File: src/hw/rtl/assert_macros.svh
// Assertion macros shared by the RTL; they vanish when SYNTHESIS is defined.
`ifndef ASSERT_MACROS_SVH
`define ASSERT_MACROS_SVH
`ifndef SYNTHESIS
// Check a condition at every clock edge outside reset.
`define ASSERT_ALWAYS(label, clk, rst_n, expr) \
    label: assert property (@(posedge clk) disable iff (!rst_n) (expr)) \
        else $error("assertion failed: condition does not hold");
// Check that a condition implies another one in the same cycle.
`define ASSERT_IMPLY(label, clk, rst_n, ante, cons) \
    label: assert property (@(posedge clk) disable iff (!rst_n) (ante) |-> (cons)) \
        else $error("assertion failed: implication does not hold");
// Check that a condition implies another one in the next cycle.
`define ASSERT_NEXT(label, clk, rst_n, ante, cons) \
    label: assert property (@(posedge clk) disable iff (!rst_n) (ante) |=> (cons)) \
        else $error("assertion failed: next-cycle implication does not hold");
`else
`define ASSERT_ALWAYS(label, clk, rst_n, expr)
`define ASSERT_IMPLY(label, clk, rst_n, ante, cons)
`define ASSERT_NEXT(label, clk, rst_n, ante, cons)
`endif
`endif

File: src/hw/rtl/esd_pkg.sv
// Types and constants of the escape sequence decoder.
package esd_pkg;

    localparam int MAX_RES = 3;
    localparam int CNT_W   = $clog2(MAX_RES + 1);
    localparam int IDX_W   = $clog2(MAX_RES);

    localparam logic [4:0] HEX_MAX_DIGITS = 5'd16;
    localparam logic [4:0] HEX_SAT        = 5'd17;
    localparam logic [4:0] OCT_DIGITS     = 5'd3;

    localparam logic [7:0] CH_NUL    = 8'h00;
    localparam logic [7:0] CH_BSLASH = 8'h5C;
    localparam logic [7:0] CH_X      = 8'h78;

    typedef enum logic [1:0] {
        ERR_NONE    = 2'd0,
        ERR_END     = 2'd1,
        ERR_HEX     = 2'd2,
        ERR_UNKNOWN = 2'd3
    } t_err;

    typedef enum logic [4:0] {
        MODE_NORMAL    = 5'b00001,
        MODE_ESC       = 5'b00010,
        MODE_HEX_FIRST = 5'b00100,
        MODE_HEX       = 5'b01000,
        MODE_OCT       = 5'b10000
    } t_mode;

    typedef struct packed {
        logic [7:0] in_byte;
        logic       in_last;
    } t_in_word;

    typedef struct packed {
        logic [7:0] out_byte;
        logic       byte_valid;
        t_err       error_code;
        logic       end_of_string;
    } t_out_word;

    typedef struct packed {
        t_mode      mode;
        logic [7:0] acc;
        logic [4:0] cnt;
        logic       term;
    } t_state;

    typedef struct packed {
        t_out_word [MAX_RES-1:0] res;
        logic [CNT_W-1:0]        cnt;
    } t_group;

    localparam t_state ST_RESET = '{mode: MODE_NORMAL, acc: 8'h00, cnt: 5'd0, term: 1'b0};

endpackage

File: src/hw/rtl/esd_decode.sv
// Combinational decode of one word into a group of up to three results.
module esd_decode (
    input  esd_pkg::t_state   i_state,
    input  esd_pkg::t_in_word i_word,
    output esd_pkg::t_state   o_next,
    output esd_pkg::t_group   o_group
);

    // {valid, value} of a hex digit
    function automatic logic [4:0] hex_dig(logic [7:0] b);
        logic [4:0] r;
        r = '0;
        if (b >= 8'h30 && b <= 8'h39) begin
            r = {1'b1, b[3:0]};
        end else if ((b >= 8'h61 && b <= 8'h66) || (b >= 8'h41 && b <= 8'h46)) begin
            r = {1'b1, b[3:0] + 4'd9};
        end
        return r;
    endfunction

    function automatic logic is_oct(logic [7:0] b);
        return (b >= 8'h30) && (b <= 8'h37);
    endfunction

    // {valid, control code} of a named escape letter
    function automatic logic [8:0] named_esc(logic [7:0] b);
        logic [8:0] r;
        r = '0;
        case (b)
            8'h61:   r = {1'b1, 8'h07};
            8'h62:   r = {1'b1, 8'h08};
            8'h66:   r = {1'b1, 8'h0C};
            8'h6E:   r = {1'b1, 8'h0A};
            8'h72:   r = {1'b1, 8'h0D};
            8'h74:   r = {1'b1, 8'h09};
            8'h76:   r = {1'b1, 8'h0B};
            default: r = '0;
        endcase
        return r;
    endfunction

    // append one decoded byte; a full group drops further bytes
    function automatic esd_pkg::t_group put(esd_pkg::t_group g, logic [7:0] b,
                                            esd_pkg::t_err e);
        esd_pkg::t_group r;
        r = g;
        if (g.cnt != esd_pkg::CNT_W'(esd_pkg::MAX_RES)) begin
            r.res[g.cnt[esd_pkg::IDX_W-1:0]] = '{out_byte: b, byte_valid: 1'b1,
                                                  error_code: e, end_of_string: 1'b0};
            r.cnt = g.cnt + esd_pkg::CNT_W'(1);
        end
        return r;
    endfunction

    function automatic logic [7:0] hex_val(esd_pkg::t_state s);
        return (s.cnt > esd_pkg::HEX_MAX_DIGITS) ? 8'hFF : s.acc;
    endfunction

    logic [7:0]              b;
    logic                    last;
    logic [4:0]              hd;
    logic [8:0]              ne;
    logic [7:0]              acc2;
    logic [4:0]              cnt2;
    logic                    fresh;
    logic                    term;
    logic [esd_pkg::IDX_W-1:0] idx;
    esd_pkg::t_group         g;
    esd_pkg::t_state         nx;

    always_comb begin
        b     = i_word.in_byte;
        last  = i_word.in_last;
        hd    = hex_dig(b);
        ne    = named_esc(b);
        acc2  = {i_state.acc[4:0], b[2:0]};
        cnt2  = i_state.cnt + 5'd1;
        fresh = 1'b0;
        term  = 1'b0;
        idx   = '0;
        g     = '0;
        nx    = i_state;

        if (i_state.term) begin
            // drop bytes after a terminator until the string end
            if (last) begin
                nx = esd_pkg::ST_RESET;
            end
        end else begin
            case (i_state.mode)
                esd_pkg::MODE_ESC: begin
                    nx = esd_pkg::ST_RESET;
                    if (b == esd_pkg::CH_NUL) begin
                        g    = put(g, esd_pkg::CH_BSLASH, esd_pkg::ERR_END);
                        term = 1'b1;
                    end else if (ne[8]) begin
                        g = put(g, ne[7:0], esd_pkg::ERR_NONE);
                    end else if (b == esd_pkg::CH_X) begin
                        nx.mode = esd_pkg::MODE_HEX_FIRST;
                    end else if (is_oct(b)) begin
                        nx.mode = esd_pkg::MODE_OCT;
                        nx.acc  = {5'd0, b[2:0]};
                        nx.cnt  = 5'd1;
                    end else begin
                        g = put(g, esd_pkg::CH_BSLASH, esd_pkg::ERR_UNKNOWN);
                        g = put(g, b, esd_pkg::ERR_NONE);
                    end
                end
                esd_pkg::MODE_HEX_FIRST: begin
                    if (hd[4]) begin
                        nx.mode = esd_pkg::MODE_HEX;
                        nx.acc  = {4'd0, hd[3:0]};
                        nx.cnt  = {4'd0, hd[3:0] != 4'd0};
                    end else begin
                        g     = put(g, esd_pkg::CH_BSLASH, esd_pkg::ERR_HEX);
                        g     = put(g, esd_pkg::CH_X, esd_pkg::ERR_NONE);
                        fresh = 1'b1;
                    end
                end
                esd_pkg::MODE_HEX: begin
                    if (hd[4]) begin
                        // leading zeros do not count as significant digits
                        if ((i_state.cnt != 5'd0 || hd[3:0] != 4'd0) &&
                            i_state.cnt < esd_pkg::HEX_SAT) begin
                            nx.cnt = cnt2;
                        end
                        nx.acc = {i_state.acc[3:0], hd[3:0]};
                    end else begin
                        g     = put(g, hex_val(i_state), esd_pkg::ERR_NONE);
                        fresh = 1'b1;
                    end
                end
                esd_pkg::MODE_OCT: begin
                    if (is_oct(b) && i_state.cnt < esd_pkg::OCT_DIGITS) begin
                        nx.acc = acc2;
                        nx.cnt = cnt2;
                        if (cnt2 >= esd_pkg::OCT_DIGITS) begin
                            g  = put(g, acc2, esd_pkg::ERR_NONE);
                            nx = esd_pkg::ST_RESET;
                        end
                    end else begin
                        g     = put(g, i_state.acc, esd_pkg::ERR_NONE);
                        fresh = 1'b1;
                    end
                end
                default: begin
                    fresh = 1'b1;
                end
            endcase

            // decode the byte as plain text
            if (fresh) begin
                nx = esd_pkg::ST_RESET;
                if (b == esd_pkg::CH_NUL) begin
                    term = 1'b1;
                end else if (b == esd_pkg::CH_BSLASH) begin
                    nx.mode = esd_pkg::MODE_ESC;
                end else begin
                    g = put(g, b, esd_pkg::ERR_NONE);
                end
            end

            // flush a pending escape at the string end
            if (!term && last) begin
                case (nx.mode)
                    esd_pkg::MODE_ESC: begin
                        g = put(g, esd_pkg::CH_BSLASH, esd_pkg::ERR_END);
                    end
                    esd_pkg::MODE_HEX_FIRST: begin
                        g = put(g, esd_pkg::CH_BSLASH, esd_pkg::ERR_HEX);
                        g = put(g, esd_pkg::CH_X, esd_pkg::ERR_NONE);
                    end
                    esd_pkg::MODE_HEX: begin
                        g = put(g, hex_val(nx), esd_pkg::ERR_NONE);
                    end
                    esd_pkg::MODE_OCT: begin
                        g = put(g, nx.acc, esd_pkg::ERR_NONE);
                    end
                    default: begin
                    end
                endcase
                nx = esd_pkg::ST_RESET;
            end

            // mark the end of the string on the last result
            if (term || last) begin
                if (g.cnt == '0) begin
                    g.res[0] = '{out_byte: 8'h00, byte_valid: 1'b0,
                                 error_code: esd_pkg::ERR_NONE, end_of_string: 1'b1};
                    g.cnt    = esd_pkg::CNT_W'(1);
                end else begin
                    idx = g.cnt[esd_pkg::IDX_W-1:0] - esd_pkg::IDX_W'(1);
                    g.res[idx].end_of_string = 1'b1;
                end
                nx      = esd_pkg::ST_RESET;
                nx.term = !last;
            end
        end
    end

    assign o_next  = nx;
    assign o_group = g;

endmodule

File: src/hw/rtl/esd_out_buf.sv
// Result buffer for one decoded group: one word out per cycle unless stalled.
module esd_out_buf (
    input  logic               i_clk,
    input  logic               i_rst_n,
    input  logic               i_load,
    input  esd_pkg::t_group    i_group,
    output logic               o_can_load,
    output logic               o_out_valid,
    output esd_pkg::t_out_word o_out_word,
    input  logic               i_out_stall
);

    esd_pkg::t_out_word [esd_pkg::MAX_RES-1:0] r_res;
    logic [esd_pkg::CNT_W-1:0]                 r_cnt;
    logic [esd_pkg::CNT_W-1:0]                 n_cnt;
    logic                                      pop;

    assign o_out_valid = (r_cnt != '0);
    assign o_out_word  = r_res[0];
    assign pop         = o_out_valid && !i_out_stall;
    // take a new group once the last held word leaves
    assign o_can_load  = (r_cnt == '0) || (r_cnt == esd_pkg::CNT_W'(1) && !i_out_stall);

    always_comb begin
        n_cnt = r_cnt;
        if (i_load) begin
            n_cnt = i_group.cnt;
        end else if (pop) begin
            n_cnt = r_cnt - esd_pkg::CNT_W'(1);
        end
    end

    always_ff @(posedge i_clk) begin
        if (!i_rst_n) begin
            r_cnt <= '0;
        end else begin
            r_cnt <= n_cnt;
        end
    end

    always_ff @(posedge i_clk) begin
        if (i_load) begin
            r_res <= i_group.res;
        end else if (pop) begin
            for (int i = 0; i < esd_pkg::MAX_RES - 1; i++) begin
                r_res[i] <= r_res[i+1];
            end
        end
    end

endmodule

File: src/hw/rtl/escape_sequence_decoder.sv
// Top level of the C string escape decoder: input register, decode, result buffer.
//
//   channel | valid       | stall       | word                  | direction
//   --------+-------------+-------------+-----------------------+----------
//   input   | i_in_valid  | o_in_stall  | i_in_word  (raw byte) | in
//   output  | o_out_valid | i_out_stall | o_out_word (result)   | out
//
// A word is registered on entry and decoded combinationally; its group of zero to
// three results loads the result buffer once it can take the whole group. One word
// per cycle is taken while each yields at most one result and the output is not
// stalled; a larger group holds the input while the buffer drains.
// Reset (synchronous, active low) empties both registers and clears the decoder.
// Output stall holds the buffer and then the input.
`include "assert_macros.svh"

module escape_sequence_decoder (
    input  logic               i_clk,
    input  logic               i_rst_n,
    input  logic               i_in_valid,
    input  esd_pkg::t_in_word  i_in_word,
    output logic               o_in_stall,
    output logic               o_out_valid,
    output esd_pkg::t_out_word o_out_word,
    input  logic               i_out_stall
);

    // input register
    logic              r_in_vld;
    logic              n_in_vld;
    esd_pkg::t_in_word r_in_word;

    // decoder state: mode, numeric accumulator, digit count, terminator seen
    esd_pkg::t_state   r_st;
    esd_pkg::t_state   n_st;

    esd_pkg::t_state   dec_next;
    esd_pkg::t_group   dec_group;
    logic              can_load;
    logic              consume;
    logic              accept;

    // retire the held word once the buffer can take its whole group
    assign consume    = r_in_vld && can_load;
    assign o_in_stall = r_in_vld && !can_load;
    assign accept     = i_in_valid && !o_in_stall;

    esd_decode u_decode (
        .i_state (r_st),
        .i_word  (r_in_word),
        .o_next  (dec_next),
        .o_group (dec_group)
    );

    esd_out_buf u_out_buf (
        .i_clk       (i_clk),
        .i_rst_n     (i_rst_n),
        .i_load      (consume),
        .i_group     (dec_group),
        .o_can_load  (can_load),
        .o_out_valid (o_out_valid),
        .o_out_word  (o_out_word),
        .i_out_stall (i_out_stall)
    );

    always_comb begin
        n_in_vld = r_in_vld;
        if (accept) begin
            n_in_vld = 1'b1;
        end else if (consume) begin
            n_in_vld = 1'b0;
        end
        // advance the decoder only when the word's results are committed
        n_st = consume ? dec_next : r_st;
    end

    always_ff @(posedge i_clk) begin
        if (!i_rst_n) begin
            r_in_vld <= 1'b0;
            r_st     <= esd_pkg::ST_RESET;
        end else begin
            r_in_vld <= n_in_vld;
            r_st     <= n_st;
        end
    end

    // hold the payload until a new word is taken
    always_ff @(posedge i_clk) begin
        if (accept) begin
            r_in_word <= i_in_word;
        end
    end

    `ASSERT_IMPLY(a_stall_needs_word, i_clk, i_rst_n, o_in_stall, r_in_vld)
    `ASSERT_IMPLY(a_term_plain_mode, i_clk, i_rst_n, r_st.term,
                  r_st.mode == esd_pkg::MODE_NORMAL && r_st.acc == 8'h00)
    `ASSERT_IMPLY(a_oct_digits, i_clk, i_rst_n, r_st.mode == esd_pkg::MODE_OCT,
                  r_st.cnt == 5'd1 || r_st.cnt == 5'd2)
    `ASSERT_NEXT(a_last_resets, i_clk, i_rst_n, consume && r_in_word.in_last,
                 r_st == esd_pkg::ST_RESET)

endmodule

File: config.mk
export PLATFORM = sky130hd
export DESIGN_NAME = escape_sequence_decoder
export DESIGN_NICKNAME = d
export VERILOG_FILES = /design/src/hw/rtl/esd_pkg.sv /design/src/hw/rtl/esd_decode.sv /design/src/hw/rtl/esd_out_buf.sv /design/src/hw/rtl/escape_sequence_decoder.sv
export VERILOG_INCLUDE_DIRS = /design/src /design/src/hw/rtl
export SDC_FILE = /design/constraint.sdc
export NUM_CORES = 1
export LEC_CHECK = 0
export BUFFER_PORTS_ARGS = -buffer_cell sky130_fd_sc_hd__buf_2
export CAP_MARGIN = 20
export CORE_UTILIZATION = 61
export CTS_CLUSTER_SIZE = 30
export DETAILED_ROUTE_END_ITERATION = 12
export GPL_TIMING_DRIVEN = 0
export PLACE_DENSITY = 0.91
export SETUP_SLACK_MARGIN = 0.05
export SYNTH_ARGS = -nofsm -noshare
export SYNTH_HDL_FRONTEND = slang
export SYNTH_SLANG_ARGS = --single-unit
File: constraint.sdc
create_clock -name i_clk -period 4.5 [get_ports i_clk]
set_input_delay 1.125 -clock i_clk [delete_from_list [all_inputs] [get_ports i_clk]]
set_output_delay 1.125 -clock i_clk [all_outputs]
set_load 0.05 [all_outputs]
==> Word-level counts from Yosys, hierarchy flattened <==
Cells that the tools add are included.
{ "op_classes": {"n_bitwise": 12, "n_addsub": 9, "eq_ne": 24, "n_reduce_logical": 37, "n_lt_le_gt_ge": 24, "muxes": 100} }
{ "op_table": {"columns": ["cell", "n"], "rows": [
  ["$mux 38", 24],
  ["$pmux 38 s4", 2],
  ["$bwmux 36", 5],
  ["$mux 14", 12],
  ["$mux 19", 8],
  ["$demux 12 s2", 6],
  ["$eq 8x7->1 const B", 9],
  ["$mux 12", 6],
  ["$mux 18", 4],
  ["$mux 24", 3],
  ["$pmux 9 s7", 1],
  ["$pmux 13 s4", 1],
  ["$not 21->21", 2],
  ["$and 18x18->18", 2],
  ["$not 18->18", 2],
  ["$or 18x18->18", 2],
  ["$mux 13", 2],
  ["$mux 26", 1],
  ["$mux 5", 5],
  ["$and 21x21->21", 1],
  ["$and 7x21->21", 1],
  ["$logic_and 1x1->1", 18],
  ["$lt 2x3->1 const B", 6],
  ["$ge 8x7->1 const B", 2],
  ["34 further kinds", 81]
]} }
{ "word_totals": {"word_cells": 226, "regBits": 67} }

==> Logic depth before layout (Yosys ltp) <==
{ "depth": {"depth_word": 60, "depth_mapped": 15} }

==> Hierarchy <==
A second synthesis with hierarchy kept.
{ "unflattened": {"cells_unflattened": 574, "area_unflattened_um2": 5186.2} }
{ "by_module_without_submodules": {"columns": ["mod", "area_each_um2", "cells_each", "n_inst"], "rows": [
  ["esd_decode", 2488.6, 380, 1],
  ["esd_out_buf", 1610.3, 94, 1],
  ["escape_sequence_decoder", 1087.3, 100, 1]
]} }

==> Worst setup path before layout <==
No wires, ideal clock.
{ "synth_timing": {"path_kind": "register to register", "start": "register r_in_word[2] (netlist name)", "end": "register u_out_buf.r_res, in the netlist u_out_buf.o_out_word[7] (data pin)", "period_less_slack_ns": 3.685, "arrival_time_ns": 3.428, "setup_slack_ns": 0.815, "path_buffers": 2, "path_stages_with_launch": 14, "cell_sequence": "edfxtp_1 -> clkbuf_1 -> inv_1 -> ha_1 -> or3b_4 -> and3_1 -> buf_6 -> a2bb2oi_4 -> nand4_2 -> and2_4 -> a311o_1 -> o31a_1 -> or3_1 -> a32o_1"} }
{ "synth_via": {"elab_chain_len": 33, "word_cells_on_any_way": 123} }
{ "synth_lines": {"columns": ["element", "line_no", "rtl"], "rows": [
  ["start: declaration", "escape_sequence_decoder.sv:30", "esd_pkg::t_in_word r_in_word;"],
  ["start signal: assignment", "escape_sequence_decoder.sv:89", "r_in_word <= i_in_word;"],
  ["$ge 8x6->1, or another cell as far along", "esd_decode.sv:13, esd_decode.sv:22", null],
  ["$logic_and 1x1->1 (on tied branches)", "esd_decode.sv:22, esd_decode.sv:15", null],
  ["$mux 38 / $logic_or 1x1->1 (equally long branches)", "esd_decode.sv:100, esd_decode.sv:15", null],
  ["$mux 38 / $mux 5 (equally long branches)", "esd_decode.sv:98, esd_decode.sv:15", null],
  ["$mux 38 / $mux 5 (equally long branches)", "esd_decode.sv:96, esd_decode.sv:13", null],
  ["$mux 38, or another cell as far along", "esd_decode.sv:93", "if (b == esd_pkg::CH_NUL) begin"],
  ["$pmux 38 s4", "esd_decode.sv:90", "case (i_state.mode)"],
  ["$mux 38", "esd_decode.sv:84", "if (i_state.term) begin"],
  ["[... 17 more ...]", null, null],
  ["$pmux 38 s4", "esd_decode.sv:165", "case (nx.mode)"],
  ["$mux 38", "esd_decode.sv:164", "if (!term && last) begin"],
  ["$mux 38", "esd_decode.sv:84", null],
  ["$bwmux 36", "esd_decode.sv:193", "g.res[idx].end_of_string = 1'b1;"],
  ["$mux 12", "esd_decode.sv:187", "if (g.cnt == '0) begin"],
  ["$mux 38 *", "esd_decode.sv:186", "if (term || last) begin"],
  ["$mux 26 *", "esd_decode.sv:84", null],
  ["$mux 24 *", "esd_out_buf.sv:42", "if (i_load) begin"],
  ["end signal: assignment", "esd_out_buf.sv:43", "r_res <= i_group.res;"],
  ["end signal: indexed assignment", "esd_out_buf.sv:46", "r_res[i] <= r_res[i+1];"],
  ["end: declaration", "esd_out_buf.sv:13", "esd_pkg::t_out_word [esd_pkg::MAX_RES-1:0] r_res;"]
]} }
Every way passes the cells marked *; elsewhere a longest branch is shown, timed or not. The select of a mux whose other input is x is not followed.
A chain may end at the register's enable or synchronous reset.

==> Worst setup path in the final report <==
{ "layout_timing": {"start": "register r_in_word[1] (netlist name)", "end": "register u_out_buf.r_res, in the netlist u_out_buf.o_out_word[4] (data pin)"} }
{ "layout_via": {"elab_chain_len": 34, "word_cells_on_any_way": 130} }
{ "layout_lines": {"columns": ["element", "line_no"], "rows": [
  ["$ge 8x6->1, or another cell as far along", "esd_decode.sv:13, esd_decode.sv:22"],
  ["$logic_and 1x1->1 (on tied branches)", "esd_decode.sv:22, esd_decode.sv:15"],
  ["$mux 38 / $logic_or 1x1->1 (equally long branches)", "esd_decode.sv:100, esd_decode.sv:15"],
  ["$mux 38 / $mux 5 (equally long branches)", "esd_decode.sv:98, esd_decode.sv:15"],
  ["$mux 38 / $mux 5 (equally long branches)", "esd_decode.sv:96, esd_decode.sv:13"],
  ["$mux 38, or another cell as far along", "esd_decode.sv:93"],
  ["$pmux 38 s4", "esd_decode.sv:90"],
  ["$mux 38", "esd_decode.sv:84"],
  ["[... 18 more ...]", null],
  ["$pmux 38 s4", "esd_decode.sv:165"],
  ["$mux 38", "esd_decode.sv:164"],
  ["$mux 38", "esd_decode.sv:84"],
  ["$bwmux 36", "esd_decode.sv:193"],
  ["$mux 12", "esd_decode.sv:187"],
  ["$mux 38 *", "esd_decode.sv:186"],
  ["$mux 26 *", "esd_decode.sv:84"],
  ["$mux 24 *", "esd_out_buf.sv:42"]
]} }
Marks and branches as above.

==> results_dict.tcl <==
set metrics [dict create \
    status "complete, no violations" \
    async_flop_share_pct 0 \
    synth_flop_cell "edfxtp_1" \
    met3_wirelength_um 1590 \
    antenna_found_initial 1 \
    start_kind "register" \
    utilization_pct 70.5 \
    syn_avg_cell_area_um2 8.83 \
    ys_ff_latch 67 \
    nNetsFinal 589 \
    met2WireLength_um 6420 \
    die_h_um 89.3 \
    grt_max_degree 29 \
    dpl_cell_area_mm2 0.00492 \
    required_ns 4.64 \
    wirelength_um 14100 \
    syn_nets 550 \
    rrSetupSlack_ns 0.19 \
    vias 4621 \
    end_kind "register" \
    synth_area_mm2 0.00465 \
    clk_pin_slew_ns 0.09 \
    hp-start "u_out_buf.r_res[15]$_DFFE_PP_" \
    highest_layer "met4" \
    finalSetupViolCount 0 \
    start_util_pct 63.5 \
    port_buffers 26 \
    synth_cells 527 \
    hold_path.class "reg2reg" \
    drt_pass1_iterations 6 \
    rr_worst_depth 14 \
    clockRootBuffer "clkbuf_8" \
    drt_iter0_drc 678 \
    p_per_area_mw_per_mm2 336 \
    placed_cells 652 \
    grt_pass1_vias 4206 \
    fin_crit_ns 4.31 \
    drive_gt1_share_pct 17.2 \
    ys.warnings.count 0 \
    setup_ws_ns 0.192 \
    grt_setup_unrepaired "false" \
    critical_path_class "reg2reg" \
    hold_violations 0 \
    layout_commonest_cell "nand2_1" \
    cts-buffers-inserted 9 \
    fin_area_mm2 0.00516 \
    hold_depth 2 \
    hpwl_um 10200 \
    worst-path-max-fanout 10 \
    dp_worst_setup_slack_ns -0.157 \
    ir_worst_vdd_uv 252 \
    postRouteAntennaNets 0 \
    hold_buffers 0 \
    finalMaxSlewViolations 0 \
    ys_seq_area_share_pct 38.5 \
    core-area_mm2 0.00733 \
    drc_errors 0 \
    gp_congestion 0.978 \
    clock_latency_ns 0.36 \
    cts_tree "yes" \
    wire_per_inst_um 21.1 \
    grt_pass1_wl_um 21600 \
    fin_crit_sh_pct 95.7 \
    fin_worst_skew_ns 0.0107 \
    via_per_inst 6.90 \
    r2r_start "r_in_word[1]$_DFFE_PP_" \
    layout_common_cells "nand2_1, nor2_1, edfxtp_1" \
    max_slew_margin_pct 31.4 \
    synthDistinctLibCells 84 \
    wl_met1_um 5530 \
    grt_overflow 0 \
    yosys.area.top_type "edfxtp_1" \
    n_antenna_cell 0 \
    num_rows 31 \
    cts_num_sinks 67 \
    grtUsageTotal_pct 37.1 \
    tightestPinTransition_ns 1.01 \
    area_growth_pct 11.0 \
    timing.rr.end "u_out_buf.o_out_word[4]$_DFFE_PP_" \
    holdPathEnd "u_out_buf.o_out_word[3]$_DFFE_PP_" \
    p_leak_nw 1.88 \
    synth.top_cell.area_share_pct 29.0 \
    cts_buffer_depth 2 \
    timing.hold.ws_ns 0.531 \
    crit_arrival_ns 4.45 \
    synth_area_leaders "edfxtp_1, dfxtp_1, nand2_1" \
    h-tree-depth 3 \
    finalSetupTns_ns 0 \
    fmax_mhz 232 \
    drv_cap 0 \
    power_mw 1.74 \
    fin_cells 670 \
    dieArea_mm2 0.00798 \
    fillCellCount 556 \
    io_pins 27 \
    synth-edff-count 45 \
    die_w_um 89.3 \
]
[worst max-delay path, cell delays in order (launching register included)]
cell and delay, ns:
edfxtp_1 0.43, clkbuf_1 0.29, inv_2 0.21, ha_1 0.20, or3b_4 0.40, and3_1 0.19, buf_6 0.14, nor3_4 0.33
a41o_1 0.23, and4b_1 0.21, buf_4 0.18, o31ai_2 0.40, a21boi_4 0.35, o31ai_4 0.14, o31ai_1 0.40
[logic make-up after synthesis]
family / share of synthesized area [%]
adders and majority gates: 2.69
and+or+nand+nor: 24.7
DFF: 38.5
other: 0.0806
muxes: 0.430
xor gates and xnor gates: 0.941
AOI/OAI and AO/OA: 26.5
buffers and inverters: 6.13
[layer usage]
metal	vias up	global-route usage, %
met5	-	0
met4	0	18.9
met3	68	7.66
met2	365	57.5
li1	2058	-
met1	2130	49.2
[where the power goes]
| group | switching [mW] | internal, mW |
|---|---|---|
| clock network | 0.264 | 0.259 |
| registers | 0.0252 | 0.752 |
| logic | 0.305 | 0.131 |
[timing repair]
item | CTS | global route
pin swaps | 0 | 2
endpoints found under the setup margin | 7 | 8
resized for setup | 2 | 4
cloned | 0 | 0
buffers inserted | 0 | 2
[sequential cells by signal, indices dropped and copies added (netlist names)]
register / flops
r_st: 19
u_out_buf.r_res: 24
r_in_word: 9
u_out_buf.o_out_word: 12
r_in_vld: 1
u_out_buf.r_cnt: 2
[worst max-delay path by stage]
stage	start	end	slack [ns]	depth (start not counted)
floorplan	r_in_word[2]$_DFFE_PP_	u_out_buf.o_out_word[7]$_DFFE_PP_	0.82	13
detailed placement	r_in_word[2]$_DFFE_PP_	u_out_buf.o_out_word[4]$_DFFE_PP_	-0.16	12
finish	r_in_word[1]$_DFFE_PP_	u_out_buf.o_out_word[4]$_DFFE_PP_	0.19	14
CTS	r_in_word[1]$_DFFE_PP_	u_out_buf.o_out_word[4]$_DFFE_PP_	0.07	14
global route	r_in_word[1]$_DFFE_PP_	u_out_buf.o_out_word[4]$_DFFE_PP_	0.05	12
global placement	r_in_word[2]$_DFFE_PP_	u_out_buf.o_out_word[4]$_DFFE_PP_	-0.10	12
[cells in the mapped netlist, types with 5 or more instances]
library cell and n:
a211oi_1 7, a21oi_1 25, a22o_1 8, a22oi_1 23, a31oi_1 5, and2_1 7, and4b_1 5, buf_2 6
buf_4 13, clkbuf_1 18, dfxtp_1 22, edfxtp_1 45, ha_1 10, inv_1 13, nand2_1 64, nand3_1 17
nand4_1 6, nor2_1 61, nor3_1 15, nor4_1 7, o21a_1 6, o21ai_0 23, o31ai_1 9, or3_1 6
[area by class of cell]
class | count | area (um2) | area share, %
Sequential cell | 67 | 1790 | 34.7
Timing Repair Buffer | 28 | 145 | 2.81
Clock inverter | 7 | 76.3 | 1.48
Inverter | 15 | 56.3 | 1.09
Buffer | 42 | 230 | 4.46
Tap cell | 99 | 124 | 2.40
Clock buffer | 9 | 124 | 2.40
Multi-Input combinational cell | 403 | 2620 | 50.7
No activity file was read; power rests on OpenSTA's default activity.
